==> config.mk <==
export PLATFORM = sky130hd
export DESIGN_NAME = front_coded_nibble_word_encoder_top
export DESIGN_NICKNAME = d
export VERILOG_FILES = /design/src/rtl/fcnwe_pkg.sv /design/src/rtl/fcnwe_ram.sv /design/src/rtl/fcnwe_ranks.sv /design/src/rtl/fcnwe_coder.sv /design/src/rtl/fcnwe_burst.sv /design/src/rtl/front_coded_nibble_word_encoder_top.sv
export SDC_FILE = /design/constraint.sdc
export NUM_CORES = 2
export LEC_CHECK = 0
export BUFFER_PORTS_ARGS = -buffer_cell sky130_fd_sc_hd__buf_2
export CORE_MARGIN = 3
export CORE_UTILIZATION = 27
export CTS_BUF_LIST = sky130_fd_sc_hd__clkbuf_4
export DETAILED_ROUTE_END_ITERATION = 10
export RECOVER_POWER = 100
export SYNTH_ARGS = -nofsm -noshare
export SYNTH_HDL_FRONTEND = slang
export SYNTH_SLANG_ARGS = --single-unit
==> constraint.sdc <==
create_clock -name clk -period 16.8 [get_ports clk]
set_clock_uncertainty 0.15 [all_clocks]
set_input_delay 3.36 -clock clk [delete_from_list [all_inputs] [get_ports clk]]
set_output_delay 3.36 -clock clk [all_outputs]
set_load 0.03 [all_outputs]
==> src/rtl/fcnwe_pkg.sv <==
// Shared types, constants and the rank lookup function for the front-coded
// nibble word encoder. No dependencies.
`timescale 1ns / 1ps

package fcnwe_pkg;

  localparam int CHAR_W          = 8;
  localparam int NIB_W           = 4;
  localparam int CODES_PER_LEVEL = 13;
  localparam int NUM_LEVELS      = 3;
  localparam int NUM_RANKS       = NUM_LEVELS * CODES_PER_LEVEL;
  localparam int MAX_BURST       = 6;
  localparam int BURST_CW        = 3;
  localparam int CFG_IDX_W       = 3;
  localparam int CFG_DATA_W      = 64;
  localparam int TOP_REG_W       = 56;
  localparam int SHARED_W        = 4;

  // Code nibbles.
  localparam logic [NIB_W-1:0] NIB_FULL_WORD = 4'h0;
  localparam logic [NIB_W-1:0] NIB_ESC_1     = 4'hD;
  localparam logic [NIB_W-1:0] NIB_ESC_2     = 4'hE;
  localparam logic [NIB_W-1:0] NIB_END       = 4'hF;
  localparam logic [NIB_W-1:0] NIB_ERROR     = 4'h0;

  // Fewest shared characters that are worth a count nibble.
  localparam logic [SHARED_W-1:0] MIN_SHARED = 4'd2;

  // Escape levels of a rank.
  localparam logic [1:0] LVL_BARE  = 2'd0;
  localparam logic [1:0] LVL_ESC_1 = 2'd1;
  localparam logic [1:0] LVL_ESC_2 = 2'd2;

  typedef enum logic [1:0] {
    ERR_NONE     = 2'd0,
    ERR_UNKNOWN  = 2'd1,
    ERR_TOO_LONG = 2'd2
  } err_code_t;

  typedef enum logic [CFG_IDX_W-1:0] {
    CFG_RANK_0 = 3'd0,
    CFG_RANK_1 = 3'd1,
    CFG_RANK_2 = 3'd2,
    CFG_RANK_3 = 3'd3,
    CFG_RANK_4 = 3'd4
  } cfg_index_t;

  typedef struct packed {
    logic       hit;
    logic [1:0] level;
    logic [3:0] index;
  } rank_hit_t;

  typedef struct packed {
    logic [NIB_W-1:0] nibble;
    err_code_t        err;
  } burst_entry_t;

  // All nibbles that one item causes, handed to the output queue at once.
  typedef struct packed {
    logic                            valid;
    logic [BURST_CW-1:0]             count;
    burst_entry_t [MAX_BURST-1:0]    ents;
  } burst_load_t;

  // The highest rank that holds the byte wins.
  function automatic rank_hit_t find_rank(input logic [NUM_RANKS*CHAR_W-1:0] chars,
                                          input logic [CHAR_W-1:0]           ch);
    rank_hit_t res;
    res = '0;
    for (int lv = 0; lv < NUM_LEVELS; lv++) begin
      for (int ix = 0; ix < CODES_PER_LEVEL; ix++) begin
        if (chars[(lv*CODES_PER_LEVEL + ix)*CHAR_W +: CHAR_W] == ch) begin
          res.hit   = 1'b1;
          res.level = 2'(lv);
          res.index = 4'(ix);
        end
      end
    end
    return res;
  endfunction

  function automatic logic [NIB_W-1:0] level_escape(input logic [1:0] level);
    return (level == LVL_ESC_2) ? NIB_ESC_2 : NIB_ESC_1;
  endfunction

endpackage

==> src/rtl/fcnwe_ram.sv <==
// Generic single-write, single-read RAM with a registered read port.
// No dependencies.
`timescale 1ns / 1ps

module fcnwe_ram #(
  parameter int WIDTH = 8,
  parameter int DEPTH = 64,
  localparam int AW = (DEPTH > 1) ? $clog2(DEPTH) : 1
) (
  input  logic             clk,
  input  logic             we,
  input  logic [AW-1:0]    waddr,
  input  logic [WIDTH-1:0] wdata,
  input  logic             re,
  input  logic [AW-1:0]    raddr,
  output logic [WIDTH-1:0] rdata
);

  logic [WIDTH-1:0] mem [DEPTH];

  always_ff @(posedge clk) begin
    if (we) begin
      mem[waddr] <= wdata;
    end
    if (re) begin
      rdata <= mem[raddr];
    end
  end

endmodule

==> src/rtl/fcnwe_ranks.sv <==
// Rank character registers written through the configuration port, and
// the two rank lookups of the coder. Depends on fcnwe_pkg.
`timescale 1ns / 1ps

module fcnwe_ranks
  import fcnwe_pkg::*;
(
  input  logic                  clk,
  input  logic                  rst,
  input  logic                  cfg_we,
  input  logic [CFG_IDX_W-1:0]  cfg_index,
  input  logic [CFG_DATA_W-1:0] cfg_data,
  input  logic [CHAR_W-1:0]     look_char,
  input  logic [CHAR_W-1:0]     look_held,
  output rank_hit_t             hit_char,
  output rank_hit_t             hit_held
);

  logic [CFG_DATA_W-1:0]       rank_lo [4];
  logic [TOP_REG_W-1:0]        rank_hi;
  logic [NUM_RANKS*CHAR_W-1:0] chars;

  always_ff @(posedge clk) begin
    if (rst) begin
      for (int i = 0; i < 4; i++) begin
        rank_lo[i] <= '0;
      end
      rank_hi <= '0;
    end else if (cfg_we) begin
      unique case (cfg_index)
        CFG_RANK_0: rank_lo[0] <= cfg_data;
        CFG_RANK_1: rank_lo[1] <= cfg_data;
        CFG_RANK_2: rank_lo[2] <= cfg_data;
        CFG_RANK_3: rank_lo[3] <= cfg_data;
        CFG_RANK_4: rank_hi    <= cfg_data[TOP_REG_W-1:0];
        default:    ;
      endcase
    end
  end

  assign chars    = {rank_hi, rank_lo[3], rank_lo[2], rank_lo[1], rank_lo[0]};
  assign hit_char = find_rank(chars, look_char);
  assign hit_held = find_rank(chars, look_held);

endmodule

==> src/rtl/fcnwe_coder.sv <==
// Word state, previous-word memory with forwarding, and the per-item coding
// decision. Depends on fcnwe_pkg and fcnwe_ram.
`timescale 1ns / 1ps

module fcnwe_coder
  import fcnwe_pkg::*;
#(
  parameter int MAX_WORD_CHARS    = 64,
  parameter int MAX_SHARED_PREFIX = 15
) (
  input  logic              clk,
  input  logic              rst,
  input  logic              s_tvalid,
  output logic              s_tready,
  input  logic [CHAR_W-1:0] s_tdata,
  input  logic              s_tlast,
  output logic [CHAR_W-1:0] look_char,
  output logic [CHAR_W-1:0] look_held,
  input  rank_hit_t         hit_char,
  input  rank_hit_t         hit_held,
  input  logic              burst_ready,
  output burst_load_t       load
);

  localparam int PW = $clog2(MAX_WORD_CHARS + 1);
  localparam int AW = (MAX_WORD_CHARS > 1) ? $clog2(MAX_WORD_CHARS) : 1;
  localparam logic [PW-1:0]       POS_MAX = PW'(MAX_WORD_CHARS);
  localparam logic [SHARED_W-1:0] MSP     = SHARED_W'(MAX_SHARED_PREFIX);

  // Fetch side: the position of the next item, known at acceptance.
  logic [PW-1:0] fpos;
  logic          accept;

  // Item waiting for its memory data.
  logic              s1_valid;
  logic [CHAR_W-1:0] s1_char;
  logic              s1_end;
  logic [PW-1:0]     s1_pos;

  logic              fwd_hit;
  logic [CHAR_W-1:0] fwd_data;
  logic [CHAR_W-1:0] ram_rdata;
  logic [CHAR_W-1:0] mem_data;

  // Word state.
  logic [PW-1:0]       prior_length, prior_length_next;
  logic [SHARED_W-1:0] shared_count, shared_count_next;
  logic                still_matching, still_matching_next;
  logic [CHAR_W-1:0]   held_char, held_char_next;
  logic                held_valid, held_valid_next;
  logic                discarding, discarding_next;

  logic                commit;
  logic                wr_en;
  logic                match;
  logic                need_held;
  logic                start_word;
  err_code_t           err;
  logic [SHARED_W-1:0] sc_inc;
  logic                hdr_en;
  logic [NIB_W-1:0]    hdr_nib;
  logic                held_en;
  logic                chr_en;
  logic [BURST_CW-1:0] n;

  assign accept   = s_tvalid && s_tready;
  assign s_tready = !s1_valid || commit;
  assign commit   = s1_valid && (burst_ready || (load.count == '0));

  always_ff @(posedge clk) begin
    if (rst) begin
      fpos <= '0;
    end else if (accept) begin
      if (s_tlast) begin
        fpos <= '0;
      end else if (fpos != POS_MAX) begin
        fpos <= fpos + PW'(1);
      end
    end
  end

  fcnwe_ram #(
    .WIDTH (CHAR_W),
    .DEPTH (MAX_WORD_CHARS)
  ) u_prior_word (
    .clk   (clk),
    .we    (commit && wr_en),
    .waddr (s1_pos[AW-1:0]),
    .wdata (s1_char),
    .re    (accept),
    .raddr (fpos[AW-1:0]),
    .rdata (ram_rdata)
  );

  // A one-character word followed at once by the next word reads the
  // entry that is being written in the same cycle.
  always_ff @(posedge clk) begin
    if (rst) begin
      fwd_hit <= 1'b0;
    end else if (accept) begin
      fwd_hit <= commit && wr_en && (s1_pos[AW-1:0] == fpos[AW-1:0]);
    end
  end

  always_ff @(posedge clk) begin
    if (accept) begin
      fwd_data <= s1_char;
      s1_char  <= s_tdata;
      s1_end   <= s_tlast;
      s1_pos   <= fpos;
    end
  end

  always_ff @(posedge clk) begin
    if (rst) begin
      s1_valid <= 1'b0;
    end else if (accept) begin
      s1_valid <= 1'b1;
    end else if (commit) begin
      s1_valid <= 1'b0;
    end
  end

  assign mem_data  = fwd_hit ? fwd_data : ram_rdata;
  assign look_char = s1_char;
  assign look_held = held_char;

  always_comb begin
    prior_length_next   = prior_length;
    shared_count_next   = shared_count;
    still_matching_next = still_matching;
    held_char_next      = held_char;
    held_valid_next     = held_valid;
    discarding_next     = discarding;
    start_word          = 1'b0;
    wr_en               = 1'b0;
    hdr_en              = 1'b0;
    hdr_nib             = NIB_FULL_WORD;
    held_en             = 1'b0;
    chr_en              = 1'b0;
    load                = '0;
    n                   = '0;
    sc_inc              = shared_count + SHARED_W'(1);

    match = still_matching && (s1_pos < prior_length) && (mem_data == s1_char) &&
            (shared_count < MSP);
    need_held = still_matching && !match && (shared_count < MIN_SHARED) && held_valid;

    if (s1_pos >= POS_MAX) begin
      err = ERR_TOO_LONG;
    end else if (!hit_char.hit || (need_held && !hit_held.hit)) begin
      err = ERR_UNKNOWN;
    end else begin
      err = ERR_NONE;
    end

    if (discarding) begin
      if (s1_end) begin
        discarding_next = 1'b0;
        start_word      = 1'b1;
      end
    end else if (err != ERR_NONE) begin
      load.ents[0].nibble = NIB_ERROR;
      load.ents[0].err    = err;
      n                   = BURST_CW'(1);
      prior_length_next   = '0;
      start_word          = 1'b1;
      discarding_next     = !s1_end;
    end else begin
      wr_en = 1'b1;
      if (match) begin
        shared_count_next = sc_inc;
        if (s1_pos == '0) begin
          held_char_next  = s1_char;
          held_valid_next = 1'b1;
        end
        if (sc_inc >= MSP) begin
          // The count is capped: give it now and code the rest in full.
          hdr_en              = 1'b1;
          hdr_nib             = sc_inc;
          still_matching_next = 1'b0;
        end else if (s1_end) begin
          hdr_en = 1'b1;
          if (sc_inc >= MIN_SHARED) begin
            hdr_nib = sc_inc;
          end else begin
            chr_en = 1'b1;
          end
        end
      end else if (still_matching) begin
        still_matching_next = 1'b0;
        hdr_en              = 1'b1;
        if (shared_count >= MIN_SHARED) begin
          hdr_nib = shared_count;
        end else begin
          held_en = held_valid;
        end
        chr_en = 1'b1;
      end else begin
        chr_en = 1'b1;
      end

      if (hdr_en) begin
        load.ents[n].nibble = hdr_nib;
        n = n + BURST_CW'(1);
      end
      if (held_en) begin
        if (hit_held.level != LVL_BARE) begin
          load.ents[n].nibble = level_escape(hit_held.level);
          n = n + BURST_CW'(1);
        end
        load.ents[n].nibble = hit_held.index;
        n = n + BURST_CW'(1);
      end
      if (chr_en) begin
        if (hit_char.level != LVL_BARE) begin
          load.ents[n].nibble = level_escape(hit_char.level);
          n = n + BURST_CW'(1);
        end
        load.ents[n].nibble = hit_char.index;
        n = n + BURST_CW'(1);
      end
      if (s1_end) begin
        load.ents[n].nibble = NIB_END;
        n = n + BURST_CW'(1);
        prior_length_next = s1_pos + PW'(1);
        start_word        = 1'b1;
      end
    end

    if (start_word) begin
      shared_count_next   = '0;
      still_matching_next = 1'b1;
      held_valid_next     = 1'b0;
    end

    // An item with nibbles commits only when the queue can take them.
    load.count = n;
    load.valid = s1_valid && burst_ready && (n != '0);
  end

  always_ff @(posedge clk) begin
    if (rst) begin
      prior_length   <= '0;
      shared_count   <= '0;
      still_matching <= 1'b1;
      held_valid     <= 1'b0;
      discarding     <= 1'b0;
    end else if (commit) begin
      prior_length   <= prior_length_next;
      shared_count   <= shared_count_next;
      still_matching <= still_matching_next;
      held_valid     <= held_valid_next;
      discarding     <= discarding_next;
    end
  end

  always_ff @(posedge clk) begin
    if (commit) begin
      held_char <= held_char_next;
    end
  end

`ifndef SYNTH
  a_error_single: assert property (@(posedge clk) disable iff (rst)
    commit && !discarding && (err != ERR_NONE) |-> (load.count == BURST_CW'(1)))
    else $error("error item must give exactly one result");

  a_shared_cap: assert property (@(posedge clk) disable iff (rst)
    shared_count <= MSP)
    else $error("shared count above its cap");

  a_word_restart: assert property (@(posedge clk) disable iff (rst)
    commit && s1_end |=> (shared_count == '0) && still_matching && !held_valid &&
                         !discarding)
    else $error("word state not restarted after a word end");
`endif

endmodule

==> src/rtl/fcnwe_burst.sv <==
// Output queue: holds the nibbles of one item and hands them out one per
// cycle while m_tready allows, through an output register. Depends on fcnwe_pkg.
`timescale 1ns / 1ps

module fcnwe_burst
  import fcnwe_pkg::*;
(
  input  logic             clk,
  input  logic             rst,
  input  burst_load_t      load,
  output logic             burst_ready,
  output logic             m_tvalid,
  input  logic             m_tready,
  output logic [NIB_W-1:0] nibble,
  output logic             last_of_run,
  output err_code_t        error_code
);

  logic [BURST_CW-1:0]          cnt;
  burst_entry_t [MAX_BURST-1:0] ents;
  logic                         pop;

  assign pop         = (cnt != '0) && (!m_tvalid || m_tready);
  assign burst_ready = (cnt == '0) || ((cnt == BURST_CW'(1)) && pop);

  always_ff @(posedge clk) begin
    if (rst) begin
      cnt <= '0;
    end else if (load.valid) begin
      cnt <= load.count;
    end else if (pop) begin
      cnt <= cnt - BURST_CW'(1);
    end
  end

  always_ff @(posedge clk) begin
    if (load.valid) begin
      ents <= load.ents;
    end else if (pop) begin
      for (int i = 0; i < MAX_BURST - 1; i++) begin
        ents[i] <= ents[i+1];
      end
    end
  end

  always_ff @(posedge clk) begin
    if (rst) begin
      m_tvalid <= 1'b0;
    end else if (pop) begin
      m_tvalid <= 1'b1;
    end else if (m_tready) begin
      m_tvalid <= 1'b0;
    end
  end

  always_ff @(posedge clk) begin
    if (pop) begin
      nibble      <= ents[0].nibble;
      error_code  <= ents[0].err;
      last_of_run <= (cnt == BURST_CW'(1));
    end
  end

`ifndef SYNTH
  a_cnt_range: assert property (@(posedge clk) disable iff (rst)
    cnt <= BURST_CW'(MAX_BURST))
    else $error("output queue count out of range");
`endif

endmodule

==> src/rtl/front_coded_nibble_word_encoder_top.sv <==
// Front-coded nibble word encoder, top level: rank registers, coder with the
// previous-word RAM, and the output queue. Depends on fcnwe_pkg and all fcnwe_ modules.
// An accepted item waits in the coder stage register; its nibbles are loaded into
// the output queue at once and leave through the output register, one per cycle while
// m_tready allows. Items giving at most one nibble are taken one per cycle while the
// output is not stalled; an item giving more holds the input until the queue drains.
`timescale 1ns / 1ps

// Reset is synchronous and active high. It clears the rank registers, the word
// state and all valid flags. The previous-word RAM is not cleared: an entry is
// only read below the stored previous length, so it is always written before use,
// and the block accepts items in the first cycle after reset.
//
// Structure: the position of each item is known when it is accepted, so the
// previous-word RAM is read at acceptance and its data is ready the next cycle.
// The coder then decides all nibbles of the item at once, writes a coded character
// back to the RAM and updates the word state. A one-character word followed
// directly by another word reads the entry being written in that same cycle;
// a forwarding register supplies the new byte in that case.

module front_coded_nibble_word_encoder_top
  import fcnwe_pkg::*;
#(
  parameter int MAX_WORD_CHARS    = 64,
  parameter int MAX_SHARED_PREFIX = 15
) (
  input  logic                  clk,
  input  logic                  rst,
  // Input items.
  input  logic                  s_tvalid,
  output logic                  s_tready,
  input  logic [7:0]            s_tdata,    // [7:0] character
  input  logic                  s_tlast,    // word_end
  // Result items.
  output logic                  m_tvalid,
  input  logic                  m_tready,
  output logic [7:0]            m_tdata,    // [3:0] nibble, [7:4] zero
  output logic                  m_tlast,    // last_of_run
  output logic [1:0]            m_tuser,    // [1:0] error_code
  // Configuration writes.
  input  logic                  cfg_we,
  input  logic [CFG_IDX_W-1:0]  cfg_index,
  input  logic [CFG_DATA_W-1:0] cfg_data
);

  logic [CHAR_W-1:0] look_char;
  logic [CHAR_W-1:0] look_held;
  rank_hit_t         hit_char;
  rank_hit_t         hit_held;
  logic              burst_ready;
  burst_load_t       load;
  logic [NIB_W-1:0]  nibble;
  err_code_t         error_code;

  // Two lookups per item: the current character, and the character held back
  // while the word still matched the previous one.
  fcnwe_ranks u_ranks (
    .clk       (clk),
    .rst       (rst),
    .cfg_we    (cfg_we),
    .cfg_index (cfg_index),
    .cfg_data  (cfg_data),
    .look_char (look_char),
    .look_held (look_held),
    .hit_char  (hit_char),
    .hit_held  (hit_held)
  );

  fcnwe_coder #(
    .MAX_WORD_CHARS    (MAX_WORD_CHARS),
    .MAX_SHARED_PREFIX (MAX_SHARED_PREFIX)
  ) u_coder (
    .clk         (clk),
    .rst         (rst),
    .s_tvalid    (s_tvalid),
    .s_tready    (s_tready),
    .s_tdata     (s_tdata),
    .s_tlast     (s_tlast),
    .look_char   (look_char),
    .look_held   (look_held),
    .hit_char    (hit_char),
    .hit_held    (hit_held),
    .burst_ready (burst_ready),
    .load        (load)
  );

  // Up to six nibbles per item wait here while the next item is fetched.
  fcnwe_burst u_burst (
    .clk         (clk),
    .rst         (rst),
    .load        (load),
    .burst_ready (burst_ready),
    .m_tvalid    (m_tvalid),
    .m_tready    (m_tready),
    .nibble      (nibble),
    .last_of_run (m_tlast),
    .error_code  (error_code)
  );

  assign m_tdata = {{(8 - NIB_W){1'b0}}, nibble};
  assign m_tuser = error_code;

endmodule
==> results.md <==
| Result | Value | Unit |
| --- | --- | --- |
| Buffer and inverter count on the worst path | 6 | - |
| Clock transition time at the flip-flop clock pins of the worst setup and hold paths | 0.07 | ns |
| Internal power | 3920 | µW |
| Area of the mapped netlist | 45200 | µm² |
| Total number of vias | 28100 | - |
| WL final | 125000 | µm |
| Most frequent cells after synthesis | sky130_fd_sc_hd__edfxtp_1 (841), sky130_fd_sc_hd__xor2_1 (368), sky130_fd_sc_hd__xnor2_1 (283), sky130_fd_sc_hd__and2_1 (276), sky130_fd_sc_hd__nand2_1 (234) | - |
| Synthesized instance count | 3299 | - |
| Synth-to-Final Area Change | 12.0 | % |
| Wire length per cell after detailed routing | 21.4 | µm |
| Proportion of layout cells with a drive suffix above 1 | 0.178 | - |
| Leakage power summed over all cells | 0.0164 | µW |
| Maximum number of pins on one net before global-route repair | 107 | - |
| Post-DP HPWL | 77300 | µm |
| Root buffer cell | sky130_fd_sc_hd__clkbuf_4 | - |
| Post-CTS Hold Fix Bufs | 0 | - |
| Final number of max-transition violations | 1035 | - |
| Startpoint-to-endpoint class of the critical path | flop to output pin | - |
| Arrival time worst endpoint | 10.44 | ns |
| Area share of the largest cell type after synthesis | 0.559 | - |
| Overall track demand over capacity in global routing | 0.142 | - |
| Startpoint class of the critical path | flop | - |
| Starting Density | 0.273 | - |
| Worst relative slew slack | -1.97 | - |
| Post-layout total power | 5480 | µW |
| Residual DRC count | 0 | - |
| Number of warnings reported in the yosys synthesis log | 0 | - |
| Violation count after the first detailed-routing iteration | 2523 | - |
| Die ar. | 172000 | µm² |
| Status | finished with violations | - |
| Start point of the critical path | u_coder.look_char[5] | - |
| Maximum clock frequency | 71.7 | MHz |
| Synth Flop Type | sky130_fd_sc_hd__edfxtp_1 | - |
| Net switching fraction of the power | 0.286 | - |
| Min cycle time layout | 13.95 | ns |
| Final TNS setup | 0 | ns |
| Number of hold-slack violations in the final timing report | 0 | - |
| Post-synth EDFFs | 841 | - |
| Type of the tightest min-delay check | flop to flop | - |
| GPL Wtd Cong | 0.894 | - |
| ANT nets after route | 0 | - |
| VDD IR-drop max | 0.0557 | mV |
| Relative contribution of sequential cells to total power | 0.505 | - |
| Die Width | 415 | µm |
| Die Span Y | 415 | µm |
| Most frequent cell on the critical path | sky130_fd_sc_hd__clkbuf_1 | - |
| I/O pins | 94 | - |
| Power density over cell area | 108 | nW/µm² |
| Average size of a mapped cell | 13.7 | µm² |
| Endpoint class of the critical path | output pin | - |
| Clock latency of the later-clocked register in the worst-skew pair | 1.20 | ns |
| Max clock buf depth | 3 | - |
| Share of synthesized flip-flops with an asynchronous set or reset | 0 | - |
| R2r endpoint | u_coder.look_char[4] | - |
| Worst Hold Slack | 0.268 | ns |
| Worst setup path endpoint | s_tready | - |
| Fin crit share | 0.830 | - |
| Cells along the critical path | clkbuf_1 -> clkbuf_1 -> xnor2_1 -> nand4_1 -> nor2_1 -> or4_1 -> nand4bb_1 -> nor2_1 -> xor2_2 -> inv_1 -> ha_1 -> and2_0 -> ha_1 -> a21oi_1 -> nand3_1 -> nor3_1 -> or2_4 -> a2111oi_4 -> buf_4 -> inv_2 -> clkbuf_1 | - |
| Proportion of power drawn by the clock network | 0.351 | - |
| TritonCTS buffer count | 236 | - |
| Number of clock sinks seen by CTS | 924 | - |
| Crit path largest cell delay | 2.13 | ns |
| Cell with the most instances after synthesis | sky130_fd_sc_hd__edfxtp_1 | - |
| Setup repair after global routing missed its margin | no | - |
| Clock tree from TritonCTS | yes | - |
| Setup slack of the most critical reg-to-reg path | 4.71 | ns |
| Cell at the slowest stage of the critical path | sky130_fd_sc_hd__clkbuf_1 | - |
| Distinct cell type count after synthesis | 93 | - |
| Fill cell count | 16500 | - |
| H-Tree Level Count | 4 | - |
| Most area-hungry cell type in the Yosys netlist | sky130_fd_sc_hd__edfxtp_1 | - |
| Count of buffers added by post-CTS timing repair for setup | 0 | - |
| FF-to-FF Start | u_coder.look_char[5] | - |
| Area of the placeable core | 166000 | µm² |
| Via count of the first global-routing pass | 28100 | - |
| Iteration count of the initial detailed-routing pass | 8 | - |
| Family with the most delay on the worst path | buffers and inverters | - |
| Power spent charging and discharging nets | 1570 | µW |
| Ranking of synthesized cells by area | sky130_fd_sc_hd__edfxtp_1 (56%), sky130_fd_sc_hd__mux4_2 (8.1%), sky130_fd_sc_hd__xor2_1 (7.1%), sky130_fd_sc_hd__xnor2_1 (5.5%), sky130_fd_sc_hd__and2_1 (3.8%) | - |
| Total number of cells along the worst setup path | 21 | - |
| Failing checks | max-capacitance violations, max-slew violations | - |
| Number of buffer cells added on primary ports | 89 | - |
| Critical Path Fanout Max | 29 | - |
| Number of storage elements in the synthesis netlist | 924 | - |
| Vias per inst | 4.80 | - |
| Max Cap Violations | 20 | - |
| NumNets Final | 3577 | - |
| Total congestion overflow after global routing | 0 | - |
| Depth of the worst register-to-register path | 20 | - |
| Wire length of the first global-routing pass | 185000 | µm |
| Total of endpoints with negative setup slack in the final report | 0 | - |
| CTS-repair resized insts | 0 | - |
| CP required | 13.29 | ns |
| Antenna violations before repair | 12 | - |
| Comb power frac | 0.144 | - |
| Standard-cell row count | 149 | - |
| Fraction of the yosys area taken by sequential cells | 0.595 | - |
| Slew at the pin closest to its max-slew limit | 4.45 | ns |
## sequential cells by signal (all words and copies together) (netlist names)
signal and cells:
u_burst.cnt 3, u_coder.fpos 7, u_ranks.rank_hi 56, u_burst.error_code 2, u_coder.fwd_hit 1, u_burst.m_tvalid 1
u_coder.u_prior_word.mem 512, u_coder.s1_pos 7, u_coder.s1_end 1, u_coder.shared_count 4, u_coder.s1_valid 1, u_coder.u_prior_word.rdata 8
u_coder.fwd_data 8, u_burst.last_of_run 1, u_coder.look_held 8, u_coder.discarding 1, u_coder.prior_length 7, u_coder.still_matching 1
u_burst.nibble 4, u_burst.ents 26, u_coder.held_valid 1, u_ranks.rank_lo 256, u_coder.look_char 8
## worst min path at each step
stage,end,slack [ns],startpoint,cells after the start
after floorplan,u_burst.error_code[0],0.25,u_burst.ents[0],0
after global placement,u_burst.error_code[0],0.26,u_burst.ents[0],0
after detailed placement,u_burst.error_code[0],0.26,u_burst.ents[0],0
after CTS,u_burst.ents[29],0.24,u_burst.ents[35],2
after global routing,u_burst.nibble[1],0.28,u_burst.ents[3],0
final,u_burst.error_code[0],0.27,u_burst.ents[0],0
## power groups by stage
stage | clock network (µW) | logic, µW | registers, µW
after floorplan | 0 | 552 | 2810
after global placement | 0 | 785 | 2810
after detailed placement | 0 | 799 | 2820
after CTS | 1990 | 801 | 2770
after global routing | 2110 | 861 | 2780
final | 1930 | 788 | 2770
## kinds of logic after synthesis
kind of cell	share of synthesized area
compound gates	0.0385
xor+xnor	0.127
fa+ha+maj	0.00581
buf+inv	0.0285
flops	0.595
mux	0.0829
other cells	0.0000829
simple gates	0.122
## cells in the final DEF, fill, tap and decap left out, drive strengths merged, types with 8 or more instances in the layout
| master | count |
|---|---|
| edfxtp | 841 |
| xor2 | 369 |
| clkbuf | 363 |
| xnor2 | 283 |
| and2 | 279 |
| nand2 | 234 |
| mux4 | 162 |
| nor2 | 161 |
| a21oi | 112 |
| nor4 | 101 |
| buf | 97 |
| nand4 | 87 |
| dfxtp | 83 |
| clkinv | 70 |
| o21ai | 64 |
| inv | 44 |
| nand3 | 28 |
| ha | 21 |
| nor3 | 21 |
| a31oi | 16 |
| a211oi | 14 |
| nor2b | 13 |
| or4 | 13 |
| nand2b | 13 |
| o211ai | 12 |
| mux2i | 9 |
| or3 | 9 |
| and3 | 9 |
| a21o | 8 |
## layout make-up
class	count	area (µm²)	area share
antenna	7	17.5	0.000346
clock buffer	330	2480	0.0489
clock inverter	80	559	0.0110
inverter	36	135	0.00267
multi-input combinational	2147	17000	0.336
sequential	924	26900	0.532
tap	2189	2740	0.0541
timing repair buffer	130	754	0.0149
## worst reg2reg max path, cell delays in order (launching register included)
cell and delay [ns]:
sky130_fd_sc_hd__edfxtp_1 0.33, sky130_fd_sc_hd__clkbuf_1 1.29, sky130_fd_sc_hd__clkbuf_1 2.18, sky130_fd_sc_hd__xnor2_1 0.20
sky130_fd_sc_hd__nand4_1 0.18, sky130_fd_sc_hd__nor2_1 0.12, sky130_fd_sc_hd__or4_1 0.58, sky130_fd_sc_hd__nand4bb_1 0.57
sky130_fd_sc_hd__nor2_1 0.85, sky130_fd_sc_hd__xor2_2 0.20, sky130_fd_sc_hd__inv_1 0.34, sky130_fd_sc_hd__ha_1 0.35
sky130_fd_sc_hd__and2_0 0.17, sky130_fd_sc_hd__ha_1 0.29, sky130_fd_sc_hd__a21oi_1 0.23, sky130_fd_sc_hd__nand3_1 0.11
sky130_fd_sc_hd__nor3_1 0.28, sky130_fd_sc_hd__or2_4 0.22, sky130_fd_sc_hd__a2111oi_4 0.07, sky130_fd_sc_hd__buf_4 0.22
sky130_fd_sc_hd__nor2b_1 2.64
## metal layers
metal / routed length, µm / track usage / vias up / share of wire
met5: 11 / 0 / - / 0.000088
met4: 2750 / 0.0426 / 2 / 0.022
met3: 8520 / 0.0309 / 174 / 0.068
met2: 60500 / 0.234 / 1011 / 0.48
met1: 53100 / 0.188 / 14200 / 0.43
li1: - / - / 12600 / -
## through the flow
step | std cells | utilization | setup WS, ns | cell area (µm²)
3_5_place_dp | 5426 | 0.288 | 5.98 | 47700
3_3_place_gp | 5426 | 0.288 | 6.10 | 47700
6_report | 5843 | 0.305 | 2.85 | 50600
4_1_cts | 5836 | 0.306 | 4.61 | 50800
5_1_grt | 5839 | 0.305 | 2.10 | 50600
2_1_floorplan | 3302 | - | 7.33 | 45200
No activity file was read; power rests on OpenSTA's default activity.
